File: src/rtl/symbol_trie_hash_insert_macros.svh
// Assertion macros shared by the symbol trie hash insert block.
`ifndef SYMBOL_TRIE_HASH_INSERT_MACROS_SVH
`define SYMBOL_TRIE_HASH_INSERT_MACROS_SVH

// Same-cycle implication, sampled on the rising clock edge.
`define STHI_ASSERT_IMP(lbl, ante, cons, msg) \
   lbl: assert property (@(posedge clock) disable iff (reset) (ante) |-> (cons)) \
      else $error(msg);

// Next-cycle implication, sampled on the rising clock edge.
`define STHI_ASSERT_NEXT(lbl, ante, cons, msg) \
   lbl: assert property (@(posedge clock) disable iff (reset) (ante) |=> (cons)) \
      else $error(msg);

`endif

File: src/rtl/sthi_pkg.sv
// Types, constants and command codes shared by the symbol trie hash insert block.
package sthi_pkg;

   localparam int TABLE_DEPTH = 4096;
   localparam int IDX_W       = $clog2(TABLE_DEPTH);
   localparam int SIZE_W      = IDX_W + 1;
   localparam int CHAR_W      = 8;
   localparam int LEN_W       = 8;
   localparam int DIV_W       = $clog2(TABLE_DEPTH + (2**CHAR_W - 1) * (2**CHAR_W - 1));
   localparam int DIV_CNT_W   = $clog2(DIV_W + 1);

   localparam logic [CHAR_W-1:0] RESERVED_CHAR = 8'h3F;
   localparam logic [LEN_W-1:0]  LEN_MAX       = '1;

   localparam logic REQ_HASH  = 1'b0;
   localparam logic REQ_WRITE = 1'b1;

   typedef logic [2:0] sthi_kind_type;

   localparam sthi_kind_type RES_WRITE = 3'd0;
   localparam sthi_kind_type RES_ZERO  = 3'd1;
   localparam sthi_kind_type RES_HIT   = 3'd2;
   localparam sthi_kind_type RES_NEW   = 3'd3;
   localparam sthi_kind_type RES_OVF   = 3'd4;

   typedef struct packed {
      logic [CHAR_W-1:0] chr;
      logic [IDX_W-1:0]  prefix;
   } sthi_entry_type;

   localparam int ENTRY_W = $bits(sthi_entry_type);

   typedef struct packed {
      logic          accept;
      logic          clear_step;
      logic          mod_start;
      logic          mod_sel;
      logic          latch_step;
      logic          latch_start;
      logic          advance;
      logic          finish;
      sthi_kind_type kind;
      logic          load_rsp;
   } sthi_cmd_type;

   typedef struct packed {
      logic is_write;
      logic ch_zero;
      logic mod_done;
      logic hit;
      logic empty;
      logic wrap;
      logic clear_last;
   } sthi_stat_type;

endpackage

File: src/rtl/sthi_ctrl.sv
// Controller state machine that sequences clearing, division, probing and result transfer.
module sthi_ctrl (
   input  logic                    clock,
   input  logic                    reset,
   input  logic                    req_valid,
   output logic                    req_ready,
   output logic                    rsp_valid,
   input  logic                    rsp_ready,
   input  sthi_pkg::sthi_stat_type stat,
   output sthi_pkg::sthi_cmd_type  cmd
);

   localparam logic [2:0] ST_CLEAR       = 3'd0;
   localparam logic [2:0] ST_IDLE        = 3'd1;
   localparam logic [2:0] ST_DISPATCH    = 3'd2;
   localparam logic [2:0] ST_WAIT_STEP   = 3'd3;
   localparam logic [2:0] ST_WAIT_START  = 3'd4;
   localparam logic [2:0] ST_PROBE_ADDR  = 3'd5;
   localparam logic [2:0] ST_PROBE_CHECK = 3'd6;
   localparam logic [2:0] ST_RESULT      = 3'd7;

   logic [2:0] state_ff, state_in;
   logic       rsp_valid_ff, rsp_valid_in;
   logic       out_free;

   assign out_free = !rsp_valid_ff || rsp_ready;

   always_comb begin
      cmd      = '0;
      state_in = state_ff;
      case (state_ff)
         ST_CLEAR: begin
            cmd.clear_step = 1'b1;
            if (stat.clear_last) begin
               state_in = ST_IDLE;
            end
         end
         ST_IDLE: begin
            if (req_valid) begin
               cmd.accept = 1'b1;
               state_in   = ST_DISPATCH;
            end
         end
         ST_DISPATCH: begin
            if (stat.is_write) begin
               cmd.finish = 1'b1;
               cmd.kind   = sthi_pkg::RES_WRITE;
               state_in   = ST_RESULT;
            end else if (stat.ch_zero) begin
               cmd.finish = 1'b1;
               cmd.kind   = sthi_pkg::RES_ZERO;
               state_in   = ST_RESULT;
            end else begin
               cmd.mod_start = 1'b1;
               state_in      = ST_WAIT_STEP;
            end
         end
         ST_WAIT_STEP: begin
            if (stat.mod_done) begin
               cmd.latch_step = 1'b1;
               cmd.mod_start  = 1'b1;
               cmd.mod_sel    = 1'b1;
               state_in       = ST_WAIT_START;
            end
         end
         ST_WAIT_START: begin
            cmd.mod_sel = 1'b1;
            if (stat.mod_done) begin
               cmd.latch_start = 1'b1;
               state_in        = ST_PROBE_ADDR;
            end
         end
         ST_PROBE_ADDR: begin
            state_in = ST_PROBE_CHECK;
         end
         ST_PROBE_CHECK: begin
            if (stat.hit) begin
               cmd.finish = 1'b1;
               cmd.kind   = sthi_pkg::RES_HIT;
               state_in   = ST_RESULT;
            end else if (stat.empty) begin
               cmd.finish = 1'b1;
               cmd.kind   = sthi_pkg::RES_NEW;
               state_in   = ST_RESULT;
            end else if (stat.wrap) begin
               cmd.finish = 1'b1;
               cmd.kind   = sthi_pkg::RES_OVF;
               state_in   = ST_RESULT;
            end else begin
               cmd.advance = 1'b1;
               state_in    = ST_PROBE_ADDR;
            end
         end
         ST_RESULT: begin
            if (out_free) begin
               cmd.load_rsp = 1'b1;
               state_in     = ST_IDLE;
            end
         end
         default: begin
            state_in = ST_IDLE;
         end
      endcase
   end

   always_comb begin
      if (cmd.load_rsp) begin
         rsp_valid_in = 1'b1;
      end else if (rsp_ready) begin
         rsp_valid_in = 1'b0;
      end else begin
         rsp_valid_in = rsp_valid_ff;
      end
   end

   always_ff @(posedge clock) begin
      if (reset) begin
         state_ff     <= ST_CLEAR;
         rsp_valid_ff <= 1'b0;
      end else begin
         state_ff     <= state_in;
         rsp_valid_ff <= rsp_valid_in;
      end
   end

   assign req_ready = (state_ff == ST_IDLE);
   assign rsp_valid = rsp_valid_ff;

endmodule

File: config.mk
export PLATFORM = sky130hd
export DESIGN_NAME = sthi_ctrl
export DESIGN_NICKNAME = d
export VERILOG_FILES = /design/src/rtl/symbol_trie_hash_insert_macros.svh /design/src/rtl/sthi_pkg.sv /design/src/rtl/sthi_ctrl.sv
export SDC_FILE = /design/constraint.sdc
export NUM_CORES = 1
export LEC_CHECK = 0
export ABC_AREA = 1
export BUFFER_PORTS_ARGS = -buffer_cell sky130_fd_sc_hd__buf_2
export CAP_MARGIN = 40
export CORE_AREA = 2 2 39 41
export DETAILED_ROUTE_END_ITERATION = 12
export DIE_AREA = 0 0 41 43
export GPL_ROUTABILITY_DRIVEN = 0
export PLACE_DENSITY = 0.62
export SLEW_MARGIN = 20
export SYNTH_ARGS = -nofsm -noshare
export SYNTH_HDL_FRONTEND = slang
export SYNTH_SLANG_ARGS = --single-unit
File: constraint.sdc
create_clock -name clock -period 1.9 [get_ports clock]
set_clock_uncertainty 0.2 [all_clocks]
set_input_delay 0.095 -clock clock [delete_from_list [all_inputs] [get_ports clock]]
set_output_delay 0.095 -clock clock [all_outputs]
set_load 0.02 [all_outputs]
==> After elaboration in Yosys (flattened, before gate mapping) <==
Index checks and enable logic that the tools add are counted.
{ "totals": {"inputBits": 11, "regBits": 4, "out_inout_bits": 14, "elab_cells": 55} }
{ "op_classes": {"eq_ne": 12, "n_reduce_logical": 5, "muxes": 36} }
{ "op_table": {"columns": ["operator", "count"], "rows": [
  ["$mux 3", 10],
  ["$pmux 3 s8", 1],
  ["$mux 4", 5],
  ["$mux 1", 16],
  ["$eq 3x3->1 const B", 4],
  ["$ne 2x2->1 const B", 5],
  ["$pmux 4 s2", 1],
  ["$eq 3x2->1 const B", 2],
  ["$reduce_and 5->1", 1],
  ["$pmux 1 s2", 2],
  ["$eq 3x1->1 const B", 1],
  ["$logic_not 3->1", 1],
  ["$mux 2", 1],
  ["$reduce_bool 2->1", 1],
  ["$logic_not 1->1", 1],
  ["$logic_or 1x1->1", 1]
]} }

==> Longest topological paths before layout <==
{ "depth": {"word_depth": 5, "mapped_depth": 8, "mapped_depth_nobuf": 8} }

==> Least setup slack after synthesis <==
No wires, ideal clock.
{ "synth_path": {"kind": "register to output", "from": "register state_ff[1]", "to": "output cmd[3] in the netlist's numbering", "arrival_ns": 1.368, "t_required_ns": 1.605, "path_buffers": 0, "path_slack_ns": 0.237, "stages_incl_launch_ff": 5, "path_cell_list": "dfxtp_1 nand2_1 nor2_1 inv_1 nor4_1"} }
{ "synth_lines": {"columns": ["item", "line_no", "rtl"], "rows": [
  ["start, declared", "sthi_ctrl.sv:22", "logic [2:0] state_ff, state_in;"],
  ["start signal, assigned", "sthi_ctrl.sv:121", "state_ff <= state_in;"],
  ["end, declared", "sthi_ctrl.sv:10", "output sthi_pkg::sthi_cmd_type cmd"]
]} }

==> impl_metrics.env <==
export IMPL_diodes=0
export IMPL_area_growth_synth_to_final_pct=38.24
export IMPL_final_cell_mix="buf_2 (24), nand2_1 (17), inv_1 (14), nor2_1 (11), nand3_1 (7)"
export IMPL_grt_overflow_total=0
export IMPL_cap_violations=0
export IMPL_worst_setup_path_start_kind="register"
export IMPL_cts_buffer_depth=2
export IMPL_initial_core_util=0.3074
export IMPL_post_synthesis_cell_area_um2=425.4
export IMPL_fin_setup_tns_ps=0
export IMPL_number_of_endpoints_failing_setup_at_the_final_stage=0
export IMPL_cts_max_level=1
export IMPL_sw_frac_of_total=0.4286
export IMPL_achievable_frequency_ghz=0.5647
export IMPL_die_height_um=43
export IMPL_grt_max_degree=12
export IMPL_r2r_start="state_ff[1]$_SDFFE_PP0P_"
export IMPL_tritoncts="done"
export IMPL_slew_headroom=0.7959
export IMPL_cts_sink_count=4
export IMPL_route_vias_total=553
export IMPL_vdd_ir_drop_max_uv=420.1
export IMPL_grt_setup_unrepaired="false"
export IMPL_holdCritStartpoint="req_valid"
export IMPL_share_comb_of_total_power=0.429
export IMPL_worst_endpoint_required_ps=1600
export IMPL_worst_path_max_fanout=6
export IMPL_endpoint_kind="output port"
export IMPL_groute_usage_overall=0.1433
export IMPL_final_cell_count_no_fill=120
export IMPL_chipWidth_um=41
export IMPL_die_footprint_um2=1763
export IMPL_row_count=14
export IMPL_grt_antenna_before_repair=0
export IMPL_remaining_drc_errors=0
export IMPL_cpPeakStageDelay_ps=460
export IMPL_critical_path_cell_chain="nand2_1 -> nor2_1 -> inv_1 -> nor4_1 -> buf_2"
export IMPL_route_detailed_wl_per_inst_um=9.167
export IMPL_detailroute_wirelength_met2_um=522
export IMPL_critical_path_class="reg2out"
export IMPL_reg2reg_slack_ps=470
export IMPL_final_layout_size_suffix_gt1_frac=0.3558
export IMPL_drt_met1_wl_um=488
export IMPL_synth_seq_cells=4
export IMPL_synth_cell_type_count=18
export IMPL_dr_pass1_iters=4
export IMPL_cts_buffers_inserted=3
export IMPL_power_leakage_nw=0.3339
export IMPL_topRoutingLayerUsed="met3"
export IMPL_critical_path_slowest_cell="dfxtp_1"
export IMPL_synth_area_per_cell_um2=5.525
export IMPL_io_pins=25
export IMPL_post_route_period_util=0.9321
export IMPL_antenna_left=0
export IMPL_final_hold_viol_count=0
export IMPL_syn_instance_count=77
export IMPL_detail_route_iter0_violations=12
export IMPL_clk_latency_ps=240
export IMPL_mostFrequentLayoutCell="buf_2"
export IMPL_timing_rr_end="state_ff[2]$_SDFFE_PP0P_"
export IMPL_hold_path_endpoint="state_ff[1]$_SDFFE_PP0P_"
export IMPL_final_period_minus_worst_setup_slack_ps=1771
export IMPL_clk_pin_slew_ps=40
export IMPL_outcome="finished, final reports clean"
export IMPL_synthesis_nets=88
export IMPL_final_max_slew_viol_count=0
export IMPL_buffers_on_ports=24
export IMPL_vias_per_cell=4.608
export IMPL_yosysWarningCount=0
export IMPL_finalWirelength_um=1100
export IMPL_clk_root_buffer_cell="clkbuf_4"
export IMPL_finalNetCount=117
export IMPL_share_clk_of_total_power=0.280
export IMPL_p_int_w=0.0002305
export IMPL_place_hpwl_um=847.3
export IMPL_number_of_instances_on_the_worst_hold_path=5
export IMPL_netsw_w=0.0001729
export IMPL_transition_time_at_the_pin_with_the_least_slew_margin_ps=305.7
export IMPL_place_inst=115
export IMPL_sequentialPowerShare=0.292
export IMPL_first_global_vias=454
export IMPL_grt_pass1_wl_um=1780
export IMPL_seq_area_frac_synth=0.1882
export IMPL_met3WireLength_um=89
export IMPL_worstRegToRegCells=6
export IMPL_hp_class="in2reg"
export IMPL_power_per_cell_area_nw_per_um2=685.9
export IMPL_crit_arrival_ps=1480
export IMPL_placeable_core_region_um2=1384
[stage by stage]
stage / instance area, um2 / hold slack (ps) / worst slack (ps) / total power [W] / util
6_report: 588.1 / 85.82 / 129.1 / 0.0004034 / 0.4250
5_1_grt: 588.1 / 116.0 / 26.33 / 0.0004364 / 0.4250
4_1_cts: 586.8 / 83.08 / 44.53 / 0.0004067 / 0.4241
3_5_place_dp: 544.3 / 107.5 / 320.4 / 0.0002877 / 0.3933
3_3_place_gp: 544.3 / 111.0 / 309.3 / 0.0002874 / 0.3933
2_1_floorplan: 425.4 / -42.56 / 236.5 / 0.0002392 / -
[state kept, by name, indices dropped and copies added, names as in the netlist]
signal / count
state_ff: 3
rsp_valid: 1
[timing repair]
action | 4_1_cts | 5_1_grt
endpoints found under the hold margin | 4 | 0
endpoints found under the setup margin | 0 | 4
setup buffers | 0 | 0
resized for setup | 0 | 1
hold buffers | 2 | 0
[worst max path at each step]
stage / endpoint / slack, ps / from
after floorplan: cmd[3] / 240 / state_ff[1]$_SDFFE_PP0P_
after global placement: cmd[3] / 310 / state_ff[2]$_SDFFE_PP0P_
after detailed placement: cmd[3] / 320 / state_ff[2]$_SDFFE_PP0P_
after CTS: cmd[3] / 40 / state_ff[2]$_SDFFE_PP0P_
after global routing: cmd[3] / 30 / state_ff[1]$_SDFFE_PP0P_
final: cmd[3] / 130 / state_ff[1]$_SDFFE_PP0P_
[layout make-up]
type | instances | area, um2
clock buffer | 3 | 22.52
multi-input combinational | 57 | 271.5
timing repair buffer | 26 | 140.1
fill | 158 | 795.8
sequential | 4 | 81.33
tap | 16 | 20.02
inverter | 14 | 52.55
[cells by family (layout without fill, tap and decap cells)]
kind of cell	count (synthesis)	in the layout	share of synthesized area
AND/OR/NAND/NOR	48	48	0.5147
buffers and inverters	16	43	0.1735
AO/OA/AOI/OAI	9	9	0.1235
flip-flops	4	4	0.1882
[critical path, delay by kind of cell (launching register included)]
family | cells | cell delay [ps]
AND/OR/NAND/NOR | 3 | 490
flip-flops | 1 | 460
buffers and inverters | 2 | 280
[power by group through the flow]
stage	Sequential [W]	Clock [W]	Combinational [W]
floorplan	0.000108	0	0.000131
global placement	0.000118	0	0.000169
detailed placement	0.000118	0	0.000170
CTS	0.000117	0.000116	0.000174
global route	0.000119	0.000124	0.000193
finish	0.000118	0.000113	0.000173
[Yosys cell counts, drive strengths merged]
master	n	area share
nor3	3	0.035
nand2	20	0.19
nand3b	1	0.018
nand3	7	0.082
or2	1	0.015
nor4	1	0.015
nor2	15	0.16
dfxtp	4	0.19
clkbuf	1	0.032
a21oi	3	0.044
o32ai	1	0.021
buf	1	0.018
o21ai	5	0.059
inv	14	0.12
[layer usage]
metal,vias to the layer above,GRT usage
li1,294,-
met1,235,0.1949
met5,-,0
met3,0,0.06283
met2,24,0.2094
met4,0,0.02000
Power figures use the tool's default switching activity.
